## src/hdl/ida_pkg.sv

```systemverilog
// ============================================================================
// ida_pkg
// Shared types and constants for the identifier allocator.
// ============================================================================
`default_nettype none

package ida_pkg;

    localparam int OP_W    = 2;
    localparam int ID_W    = 8;
    localparam int COUNT_W = 9;

    localparam int MAX_IDS_DEF = 256;

    localparam logic [COUNT_W-1:0] UPPER_BOUND_RST = 9'd256;

    localparam logic [OP_W-1:0] OP_ALLOC       = 2'd0;
    localparam logic [OP_W-1:0] OP_ALLOC_LIMIT = 2'd1;
    localparam logic [OP_W-1:0] OP_FREE        = 2'd2;

    // Move command for the free-list cell chain.
    typedef struct packed {
        logic push;
        logic pop;
    } stack_cmd_t;

endpackage

`default_nettype wire

```

## src/hdl/ida_req_if.sv

```systemverilog
// ============================================================================
// ida_req_if
// Request channel: operation, freed identifier and live-count limit.
// ============================================================================
`default_nettype none

interface ida_req_if;
    import ida_pkg::*;

    logic               valid;
    logic               ready;
    logic [OP_W-1:0]    op;
    logic [ID_W-1:0]    free_id;
    logic [COUNT_W-1:0] limit;

    modport source (output valid, output op, output free_id, output limit, input ready);
    modport sink   (input valid, input op, input free_id, input limit, output ready);
endinterface

`default_nettype wire

```

## src/hdl/ida_rsp_if.sv

```systemverilog
// ============================================================================
// ida_rsp_if
// Response channel: success flag, identifier and live count.
// ============================================================================
`default_nettype none

interface ida_rsp_if;
    import ida_pkg::*;

    logic               valid;
    logic               ready;
    logic               ok;
    logic [ID_W-1:0]    id;
    logic [COUNT_W-1:0] live_count;

    modport source (output valid, output ok, output id, output live_count, input ready);
    modport sink   (input valid, input ok, input id, input live_count, output ready);
endinterface

`default_nettype wire

```

## src/hdl/ida_stack_cell.sv

```systemverilog
// ============================================================================
// ida_stack_cell
// One entry of the free-list chain; loads from above on push, below on pop.
// ============================================================================
`default_nettype none

module ida_stack_cell (
    input  wire                      clk,
    input  ida_pkg::stack_cmd_t      cmd,
    input  wire [ida_pkg::ID_W-1:0]  above,
    input  wire [ida_pkg::ID_W-1:0]  below,
    output logic [ida_pkg::ID_W-1:0] value
);
    import ida_pkg::*;

    logic [ID_W-1:0] value_reg;
    logic [ID_W-1:0] value_next;

    always_comb
    begin
        value_next = value_reg;
        if (cmd.push)
        begin
            value_next = above;
        end
        else if (cmd.pop)
        begin
            value_next = below;
        end
    end

    always_ff @(posedge clk)
    begin
        value_reg <= value_next;
    end

    assign value = value_reg;

endmodule

`default_nettype wire

```

## src/hdl/ida_stack.sv

```systemverilog
// ============================================================================
// ida_stack
// Free-list LIFO built as a shifting chain of cells; cell 0 is the top.
// ============================================================================
`default_nettype none

module ida_stack #(
    parameter int DEPTH = ida_pkg::MAX_IDS_DEF
) (
    input  wire                      clk,
    input  ida_pkg::stack_cmd_t      cmd,
    input  wire [ida_pkg::ID_W-1:0]  push_data,
    output logic [ida_pkg::ID_W-1:0] top
);
    import ida_pkg::*;

    logic [ID_W-1:0] cell_q [DEPTH];

    for (genvar i = 0; i < DEPTH; i++)
    begin : g_cell
        logic [ID_W-1:0] above;
        logic [ID_W-1:0] below;

        if (i == 0)
        begin : g_head
            assign above = push_data;
        end
        else
        begin : g_mid
            assign above = cell_q[i-1];
        end

        // Bottom cell keeps its own value on pop; it is beyond the depth then.
        if (i == DEPTH - 1)
        begin : g_tail
            assign below = cell_q[i];
        end
        else
        begin : g_inner
            assign below = cell_q[i+1];
        end

        ida_stack_cell u_cell (
            .clk   (clk),
            .cmd   (cmd),
            .above (above),
            .below (below),
            .value (cell_q[i])
        );
    end

    assign top = cell_q[0];

endmodule

`default_nettype wire

```

## src/hdl/id_allocator_top.sv

```systemverilog
// ============================================================================
// id_allocator_top
// Identifier allocator with a LIFO free list and a high-water fresh counter.
// ============================================================================
// The allocator takes one request per clock cycle while ready, and returns its
// response in the next cycle from an output register; a new request is taken
// while that response waits, as long as the response slot is free or being
// drained. The free list is a chain of MAX_IDS shifting cells whose top cell
// is always readable, so a pop, a push and the counter updates finish in the
// cycle of the request. Freed identifiers are reused first, newest first;
// otherwise a fresh identifier is minted below min(upper_bound, MAX_IDS). The
// free list contents need no clearing after reset. Write upper_bound only while idle.
`default_nettype none

module id_allocator_top #(
    parameter int MAX_IDS = ida_pkg::MAX_IDS_DEF
) (
    input  wire                          clk,
    input  wire                          rst_n,
    ida_req_if.sink                      req,
    ida_rsp_if.source                    rsp,
    input  wire                          cfg_we,
    input  wire [ida_pkg::COUNT_W-1:0]   cfg_wdata
);
    import ida_pkg::*;

    localparam int DEPTH_W = $clog2(MAX_IDS + 1);
    localparam logic [DEPTH_W-1:0] DEPTH_FULL = DEPTH_W'(MAX_IDS);
    localparam logic [COUNT_W-1:0] BOUND_CAP  =
        (MAX_IDS < (1 << COUNT_W)) ? COUNT_W'(MAX_IDS) : {COUNT_W{1'b1}};
    localparam int SUM_W = (DEPTH_W > COUNT_W) ? DEPTH_W + 1 : COUNT_W + 1;

    logic [COUNT_W-1:0] bound_reg;
    logic [DEPTH_W-1:0] depth_reg;
    logic [DEPTH_W-1:0] depth_next;
    logic [COUNT_W-1:0] fresh_reg;
    logic [COUNT_W-1:0] fresh_next;
    logic [COUNT_W-1:0] live_reg;
    logic [COUNT_W-1:0] live_next;

    logic               rsp_valid_reg;
    logic               rsp_ok_reg;
    logic [ID_W-1:0]    rsp_id_reg;
    logic [COUNT_W-1:0] rsp_live_reg;

    logic               accept;
    logic [COUNT_W-1:0] eff_bound;
    logic               stack_nonempty;
    logic               can_take;
    logic               take_req;
    logic               take_ok;
    logic               free_ok;
    logic [ID_W-1:0]    top;
    logic [ID_W-1:0]    take_id;
    stack_cmd_t         cmd;

    assign req.ready = !rsp_valid_reg || rsp.ready;
    assign accept    = req.valid && req.ready;

    assign eff_bound      = (bound_reg > BOUND_CAP) ? BOUND_CAP : bound_reg;
    assign stack_nonempty = (depth_reg != '0);
    assign can_take       = stack_nonempty || (fresh_reg < eff_bound);

    always_comb
    begin
        take_req = 1'b0;
        free_ok  = 1'b0;
        case (req.op)
            OP_ALLOC:       take_req = 1'b1;
            OP_ALLOC_LIMIT: take_req = (live_reg < req.limit);
            OP_FREE:        free_ok  = (live_reg != '0) && (depth_reg != DEPTH_FULL);
            default:
            begin
                take_req = 1'b0;
                free_ok  = 1'b0;
            end
        endcase
    end

    assign take_ok  = take_req && can_take;
    assign cmd.push = accept && free_ok;
    assign cmd.pop  = accept && take_ok && stack_nonempty;
    assign take_id  = stack_nonempty ? top : fresh_reg[ID_W-1:0];

    ida_stack #(
        .DEPTH (MAX_IDS)
    ) u_stack (
        .clk       (clk),
        .cmd       (cmd),
        .push_data (req.free_id),
        .top       (top)
    );

    always_comb
    begin
        depth_next = depth_reg;
        fresh_next = fresh_reg;
        live_next  = live_reg;
        if (cmd.push)
        begin
            depth_next = depth_reg + 1'b1;
            live_next  = live_reg - 1'b1;
        end
        else if (accept && take_ok)
        begin
            live_next = live_reg + 1'b1;
            if (stack_nonempty)
            begin
                depth_next = depth_reg - 1'b1;
            end
            else
            begin
                fresh_next = fresh_reg + 1'b1;
            end
        end
    end

    always_ff @(posedge clk or negedge rst_n)
    begin
        if (!rst_n)
        begin
            bound_reg     <= UPPER_BOUND_RST;
            depth_reg     <= '0;
            fresh_reg     <= '0;
            live_reg      <= '0;
            rsp_valid_reg <= 1'b0;
        end
        else
        begin
            if (cfg_we)
            begin
                bound_reg <= cfg_wdata;
            end
            depth_reg <= depth_next;
            fresh_reg <= fresh_next;
            live_reg  <= live_next;
            if (accept)
            begin
                rsp_valid_reg <= 1'b1;
            end
            else if (rsp.ready)
            begin
                rsp_valid_reg <= 1'b0;
            end
        end
    end

    // Response payload: load on request transfer, hold otherwise.
    always_ff @(posedge clk)
    begin
        if (accept)
        begin
            rsp_ok_reg   <= take_ok || free_ok;
            rsp_id_reg   <= take_ok ? take_id : '0;
            rsp_live_reg <= live_next;
        end
    end

    assign rsp.valid      = rsp_valid_reg;
    assign rsp.ok         = rsp_ok_reg;
    assign rsp.id         = rsp_id_reg;
    assign rsp.live_count = rsp_live_reg;

    // Every minted id is either live or on the free list.
    a_count_balance: assert property (@(posedge clk) disable iff (!rst_n)
        (SUM_W'(live_reg) + SUM_W'(depth_reg)) == SUM_W'(fresh_reg))
        else $error("live count plus free-list depth differs from fresh count");

    a_no_push_pop: assert property (@(posedge clk) disable iff (!rst_n)
        !(cmd.push && cmd.pop))
        else $error("free list pushed and popped in the same cycle");

    a_free_grows: assert property (@(posedge clk) disable iff (!rst_n)
        cmd.push |=> (depth_reg == $past(depth_reg) + 1'b1) && rsp.ok && (rsp.id == '0))
        else $error("accepted free did not grow the free list");

endmodule

`default_nettype wire
```

## src/flat_wrapper.sv

```systemverilog
// flat-port wrapper written by rule: the top's interface ports become plain ports
module id_allocator_top_flat import ida_pkg::*;
#(
    parameter int MAX_IDS = ida_pkg::MAX_IDS_DEF
)
  (clk, rst_n, cfg_we, cfg_wdata, req_valid, req_op, req_free_id, req_limit, req_ready, rsp_valid, rsp_ok, rsp_id, rsp_live_count, rsp_ready);
  ida_req_if req_i ();
  ida_rsp_if rsp_i ();
  input  wire clk;
  input  wire rst_n;
  input  wire cfg_we;
  input  wire [ida_pkg::COUNT_W-1:0] cfg_wdata;
  input wire logic [$bits(req_i.valid)-1:0] req_valid;
  input wire logic [$bits(req_i.op)-1:0] req_op;
  input wire logic [$bits(req_i.free_id)-1:0] req_free_id;
  input wire logic [$bits(req_i.limit)-1:0] req_limit;
  output wire logic [$bits(req_i.ready)-1:0] req_ready;
  output wire logic [$bits(rsp_i.valid)-1:0] rsp_valid;
  output wire logic [$bits(rsp_i.ok)-1:0] rsp_ok;
  output wire logic [$bits(rsp_i.id)-1:0] rsp_id;
  output wire logic [$bits(rsp_i.live_count)-1:0] rsp_live_count;
  input wire logic [$bits(rsp_i.ready)-1:0] rsp_ready;
  assign req_i.valid = req_valid;
  assign req_i.op = req_op;
  assign req_i.free_id = req_free_id;
  assign req_i.limit = req_limit;
  assign req_ready = req_i.ready;
  assign rsp_valid = rsp_i.valid;
  assign rsp_ok = rsp_i.ok;
  assign rsp_id = rsp_i.id;
  assign rsp_live_count = rsp_i.live_count;
  assign rsp_i.ready = rsp_ready;
  id_allocator_top #(.MAX_IDS(MAX_IDS)) u_core (.clk(clk), .rst_n(rst_n), .req(req_i), .rsp(rsp_i), .cfg_we(cfg_we), .cfg_wdata(cfg_wdata));
endmodule
```

## config.mk

```make
export PLATFORM = sky130hd
export DESIGN_NAME = id_allocator_top_flat
export DESIGN_NICKNAME = d
export VERILOG_FILES = /design/src/hdl/ida_pkg.sv /design/src/hdl/ida_req_if.sv /design/src/hdl/ida_rsp_if.sv /design/src/hdl/ida_stack_cell.sv /design/src/hdl/ida_stack.sv /design/src/hdl/id_allocator_top.sv /design/src/flat_wrapper.sv
export SDC_FILE = /design/constraint.sdc
export NUM_CORES = 2
export LEC_CHECK = 0
export CAP_MARGIN = 20
export CORE_MARGIN = 8
export CORE_UTILIZATION = 64
export DETAILED_ROUTE_END_ITERATION = 12
export DONT_BUFFER_PORTS = 1
export GPL_TIMING_DRIVEN = 0
export PLACE_DENSITY = 0.77
export REMOVE_ABC_BUFFERS = 1
export SLEW_MARGIN = 20
export SYNTH_ARGS = -nofsm -noshare
export SYNTH_HDL_FRONTEND = slang
export SYNTH_SLANG_ARGS = --single-unit
export TNS_END_PERCENT = 5
```

## constraint.sdc

```tcl
create_clock -name clk -period 41 [get_ports clk]
set_input_delay 2.05 -clock clk [delete_from_list [all_inputs] [get_ports clk]]
set_output_delay 2.05 -clock clk [all_outputs]
set_load 0.05 [all_outputs]
```

======== Yosys cells after proc, flatten, opt, wreduce, memory -nomap -nowiden ========
Cells that the tools add are included.
cells by class
  add/subtract/negate cells ............... 5
  magnitude comparators ................... 3
  eq/ne operators ......................... 3
  muxes and demuxes ....................... 521
  bitwise logic cells ..................... 2
  reduce and logical (&&, ||, !) cells .... 19
operators by type and width
  cell                   count
  $mux W8                511
  $mux W9                6
  $add A9 B1 Y9 const B  3
  $lt A9 B9 Y1           2
  $reduce_bool A9 Y1     2
  $sub A9 B1 Y9 const B  2
  $gt A9 B9 Y1 const B   1
  $ne A9 B9 Y1 const B   1
  $reduce_bool A2 Y1     4
  $logic_and A1 B1 Y1    6
  $logic_or A1 B1 Y1     3
  $mux W1                3
  $reduce_and A3 Y1      1
  $eq A2 B1 Y1 const B   1
  $eq A2 B2 Y1 const B   1
  $logic_not A2 Y1       1
  $not A1 Y1             2
  $pmux W1 S2            1
  $reduce_and A2 Y1      1
  $logic_not A1 Y1       1
storage, ports and cells
  flip-flop bits (word level) ............. 2103
  input bits .............................. 33
  output and inout port bits .............. 20
  logic and storage cells ................. 817

======== Depth between registers and ports, before layout ========
  depth after elaboration ................. 9
  mapped depth ............................ 14
  mapped depth without buffers ............ 11

======== Cells and area by module ========
From an unflattened synthesis, not the netlist that was laid out.
second synthesis, totals
  cells, all modules ...................... 4905
  area, all modules ....................... 99933.3 um2
modules (own cells, without submodules)
  module            instances  cells each  area an instance (um2)  seq. area each (um2)
  ida_stack_cell    256        18          377.9                   240.2
  id_allocator_top  1          297         3200.6                  1467.7

======== Worst setup path before layout ========
OpenSTA, ideal clock, no wires.
  path type ............................... input -> register
  from .................................... in req_op[1]
  to ...................................... reg u_core.depth_reg[1]
  library setup time ...................... 194 ps
  arrival time ............................ 38898 ps
  data required time ...................... 40806 ps
  slack ................................... 1908 ps
  cell stages on the path ................. 4
  path buffers ............................ 0
  cells stage by stage .................... nor2b_1 > nand3_1 > a21oi_4 > mux2_4
on the way
  cells in the longest elaborated chain, start to end .. 6
  elaborated cells between the ends (all ways) .. 12
  classes of those cells .................. 2 x eq/ne; 3 x mux; 7 x reduce/logical
RTL lines
  element                                                  line                     source
  start, declared                                          flat_wrapper.sv:14       input wire logic [$bits(req_i.op)-1:0] req_op;
  $eq A2 B1 Y1 / $logic_not A2 Y1 (equally long branches)  id_allocator_top.sv:68   case (req.op)
  $pmux W1 S2                                              id_allocator_top.sv:68
  $logic_and A1 B1 Y1                                      id_allocator_top.sv:80   assign take_ok = take_req && can_take;
  $logic_and A1 B1 Y1                                      id_allocator_top.sv:104  else if (accept && take_ok)
  $reduce_bool A2 Y1 (no source line)                      -
  $reduce_and A2 Y1 (no source line)                       -
  end signal, assigned                                     id_allocator_top.sv:134  depth_reg <= depth_next;
  end, declared                                            id_allocator_top.sv:34   logic [DEPTH_W-1:0] depth_reg;
Several ways; a longest one is shown, not always the timed one.
A chain may end at the register's enable or synchronous reset.

======== Final worst setup path ========
  from .................................... in rsp_ready
  to ...................................... reg u_core.rsp_live_reg[4], in the netlist u_core.rsp.live_count[4] (data pin)
on the way
  cells in the longest elaborated chain, start to end .. 5
  elaborated cells between the ends (all ways) .. 6
  classes of those cells .................. 2 x mux; 4 x reduce/logical
RTL lines
  element                  line                     source
  start, declared          flat_wrapper.sv:22       input wire logic [$bits(rsp_i.ready)-1:0] rsp_ready;
  $logic_or A1 B1 Y1 (*)   id_allocator_top.sv:57   assign req.ready = !rsp_valid_reg || rsp.ready;
  $logic_and A1 B1 Y1 (*)  id_allocator_top.sv:58   assign accept = req.valid && req.ready;
  via u_core.accept        id_allocator_top.sv:46   logic accept;
  $logic_and A1 B1 Y1      id_allocator_top.sv:104
  $mux W9                  id_allocator_top.sv:104
  $mux W9 (*)              id_allocator_top.sv:99   if (cmd.push)
  via u_core.live_next[4]  id_allocator_top.sv:39   logic [COUNT_W-1:0] live_next;
  end signal, assigned     id_allocator_top.sv:155  rsp_live_reg <= live_next;
  end, declared            id_allocator_top.sv:44   logic [COUNT_W-1:0] rsp_live_reg;
Mark *: on every way through the listed nets, which the timed path passes. The rest lies on a longest branch.

==> results_dict.tcl <==
set metrics [dict create \
    result_of_the_run "complete, no violations" \
    cell_count_after_placement 10600 \
    drtAntennaViolNets 0 \
    antenna_cells_inserted 0 \
    grt_max_degree 156 \
    stdcell_count 10900 \
    tritoncts "done" \
    final_cell_area_mm2 0.101 \
    fin_crit_ns 6.98 \
    finalHoldWorstSlack_ns 0.454 \
    worst_hold_path.endpoint "u_core.u_stack.g_cell[255].u_cell.value[4]$_DFFE_PP_" \
    crit_path_frequent_cell "sky130_fd_sc_hd__buf_6" \
    post_detailed_placement_cell_area_mm2 0.0949 \
    grt_overflow 0 \
    total_of_buffers_placed_on_input_and_output_ports 0 \
    vias_per_cell 5.32 \
    floorplan.initialDensity 0.645 \
    insertion_delay_ns 0.81 \
    critical-path-max-stage-delay_ns 0.72 \
    cts.clk_slew.worst_paths_ns 0.06 \
    die_area_mm2 0.153 \
    total_leakage_power_nw 43.1 \
    worst-path-max-fanout 129 \
    synthArstFlopShare 0.0176 \
    slew_violations 0 \
    drt_pre_antenna_iters 6 \
    drt_wl_total_um 153000 \
    number_of_placement_rows 137 \
    largest_register_ffs 2048 \
    reg2regPathDepth 20 \
    endpoint_kind "flop" \
    layout_area_overhead_pct 12.3 \
    critical_path.reg2reg.endpoint "u_core.rsp.live_count[4]$_DFFE_PP_" \
    drt_first_iter_violations 5010 \
    floorplan.die.width_um 391 \
    place_hpwl_um 92000 \
    die_height_um 391 \
    syn-cell-area_mm2 0.0901 \
    synthDominantAreaCellType "sky130_fd_sc_hd__edfxtp_1" \
    synth.yosys.warnings 0 \
    arrival_ns 7.51 \
    final_cell_mix "sky130_fd_sc_hd__nand2_1, sky130_fd_sc_hd__edfxtp_1, sky130_fd_sc_hd__clkbuf_16" \
    cts.repair.resized 0 \
    finalSetupTns_ns 0 \
    groute.usage.overall 0.197 \
    power.ir.vdd_worst_uv 41.3 \
    fin_worst_skew_ns 0.0227 \
    grt_pass1_wl_um 263000 \
    min_period_over_period 0.170 \
    cts-buffers-inserted 205 \
    first_global_vias 56600 \
    synthCells 8904 \
    worstSetupPathType "in -> reg" \
    synth_cell_types 57 \
    final_common_cell "sky130_fd_sc_hd__nand2_1" \
    num_vias 58200 \
    flops_latches_synth 2103 \
    rsz_0062_raised_after_global_routing "no" \
    start_kind "primary input" \
    place.gp.congestion 0.763 \
    route.detailed.drc 0 \
    final_net_count 8965 \
    fillerInstances 9279 \
    clk_root_buffer_cell "sky130_fd_sc_hd__clkbuf_16" \
    route.detailed.wl_per_inst_um 14.0 \
    synthTopCellsByArea "sky130_fd_sc_hd__edfxtp_1, sky130_fd_sc_hd__nand2_1, sky130_fd_sc_hd__buf_2, sky130_fd_sc_hd__dfrtp_1, sky130_fd_sc_hd__ha_1" \
    num_io_pins 53 \
    ctsLongestPathBuffers 3 \
    rrSetupSlack_ns 34.63 \
    worst_hold_path_type "reg -> reg" \
    drive_above_1_share 0.0611 \
    max_h_tree_level 4 \
    setup_viol_count_final 0 \
    max-cap-violations 0 \
    postCtsHoldBufs 0 \
    antenna_found_initial 0 \
    crit_path_cell_trace "nand2b_1 > nand2_2 > inv_1 > nand4_1 > buf_6 > buf_8 > buf_6 > buf_6 > buf_6 > buf_6 > buf_6 > buf_8 > buf_8 > buf_8 > inv_8 > buf_16 > buf_16 > nand2_1 > o32ai_1 > xor2_1" \
    min_delay_path_depth 0 \
    required_ns 41.53 \
    synthDominantCellAreaShare 0.689 \
    clock_sinks 2103 \
    p_per_area_mw_per_mm2 48.5 \
    slew-limit-headroom 0.399 \
    timing.rr.start "u_core.rsp.valid$_DFFE_PN0P_" \
    critical-path-slowest-cell "sky130_fd_sc_hd__inv_1" \
    synth-main-ff-cell "sky130_fd_sc_hd__edfxtp_1" \
    post-cts-setup-buffer-count 0 \
    synth_edf_count 2066 \
    core_mm2 0.140 \
    hold_sp "u_core.u_stack.g_cell[254].u_cell.value[4]$_DFFE_PP_" \
    fmax_mhz 143 \
    max_slew.worst_pin.slew_ns 0.900 \
    synth.yosys.seq_area_share 0.699 \
    synth_area_per_inst_um2 10.1 \
    finalHoldViolations 0 \
]
[worst max-delay path, delay by kind of cell]
family          cells  cell delay, ns
compound gates      1            0.39
xor+xnor            1            0.14
buf+inv            14            3.52
simple gates        4            1.23
[worst max path at each step]
| stage | depth (start not counted) | end | startpoint |
|---|---|---|---|
| floorplan | 6 | u_core.rsp.live_count[4]$_DFFE_PP_ | req_op[1] |
| global placement | 5 | u_core.u_stack.g_cell[69].u_cell.value[4]$_DFFE_PP_ | req_op[1] |
| detailed placement | 20 | u_core.rsp.live_count[4]$_DFFE_PP_ | rsp_ready |
| CTS | 20 | u_core.rsp.live_count[4]$_DFFE_PP_ | rsp_ready |
| global route | 20 | u_core.rsp.live_count[4]$_DFFE_PP_ | rsp_ready |
| finish | 20 | u_core.rsp.live_count[4]$_DFFE_PP_ | rsp_ready |
[cells by family after synthesis]
kind of cell	share of synthesized area
buf+inv	0.0266
mux	0.00331
simple gates	0.261
flops	0.699
xor+xnor	0.00224
fa+ha+maj	0.00397
compound gates	0.00415
[report_power, final]
group / internal (mW) / switching [mW] / total (mW)
clock network: 1.00 / 0.771 / 1.77
registers: 2.59 / 0.0992 / 2.69
logic: 0.175 / 0.271 / 0.446
[metal layers]
layer  global-route usage  share of wire  vias to the layer above
met5                    0              0                        -
met1                0.279           0.46                    28100
li1                     -              -                    28800
met4               0.0493          0.017                        0
met3               0.0281          0.036                      217
met2                0.325           0.49                     1022
[cells in the mapped netlist, types with 4 or more instances]
master	n
sky130_fd_sc_hd__nand3_1	12
sky130_fd_sc_hd__buf_1	5
sky130_fd_sc_hd__nand2_1	6141
sky130_fd_sc_hd__nor2_1	21
sky130_fd_sc_hd__nor3_1	8
sky130_fd_sc_hd__mux2i_1	8
sky130_fd_sc_hd__edfxtp_1	2066
sky130_fd_sc_hd__buf_4	16
sky130_fd_sc_hd__a21oi_1	7
sky130_fd_sc_hd__buf_2	425
sky130_fd_sc_hd__dfrtp_1	36
sky130_fd_sc_hd__xnor2_1	10
sky130_fd_sc_hd__clkbuf_1	9
sky130_fd_sc_hd__ha_1	27
sky130_fd_sc_hd__nand4_1	6
sky130_fd_sc_hd__o21ai_0	7
sky130_fd_sc_hd__o31ai_1	5
sky130_fd_sc_hd__mux2_4	7
sky130_fd_sc_hd__nor4_2	4
sky130_fd_sc_hd__inv_1	19
sky130_fd_sc_hd__xor2_1	13
sky130_fd_sc_hd__mux2_2	10
[stage by stage]
stage	util	setup WS, ns	power, mW
after global placement	0.645	-395.54	3.88
final	0.724	34.02	4.91
after global routing	0.724	33.63	5.11
after detailed placement	0.679	33.27	3.18
after CTS	0.724	34.13	4.96
after floorplan	-	-181.92	3.55
[cell type report]
cell class / count / area, µm² / share of cell area
Multi-Input combinational cell: 6323 / 24700 / 0.245
Inverter: 22 / 91.3 / 0.000903
Timing Repair Buffer: 249 / 4750 / 0.0470
Clock buffer: 261 / 5530 / 0.0547
Tap cell: 1876 / 2350 / 0.0232
Sequential cell: 2103 / 63000 / 0.623
Clock inverter: 104 / 709 / 0.00702
No activity file was read; power rests on OpenSTA's default activity.
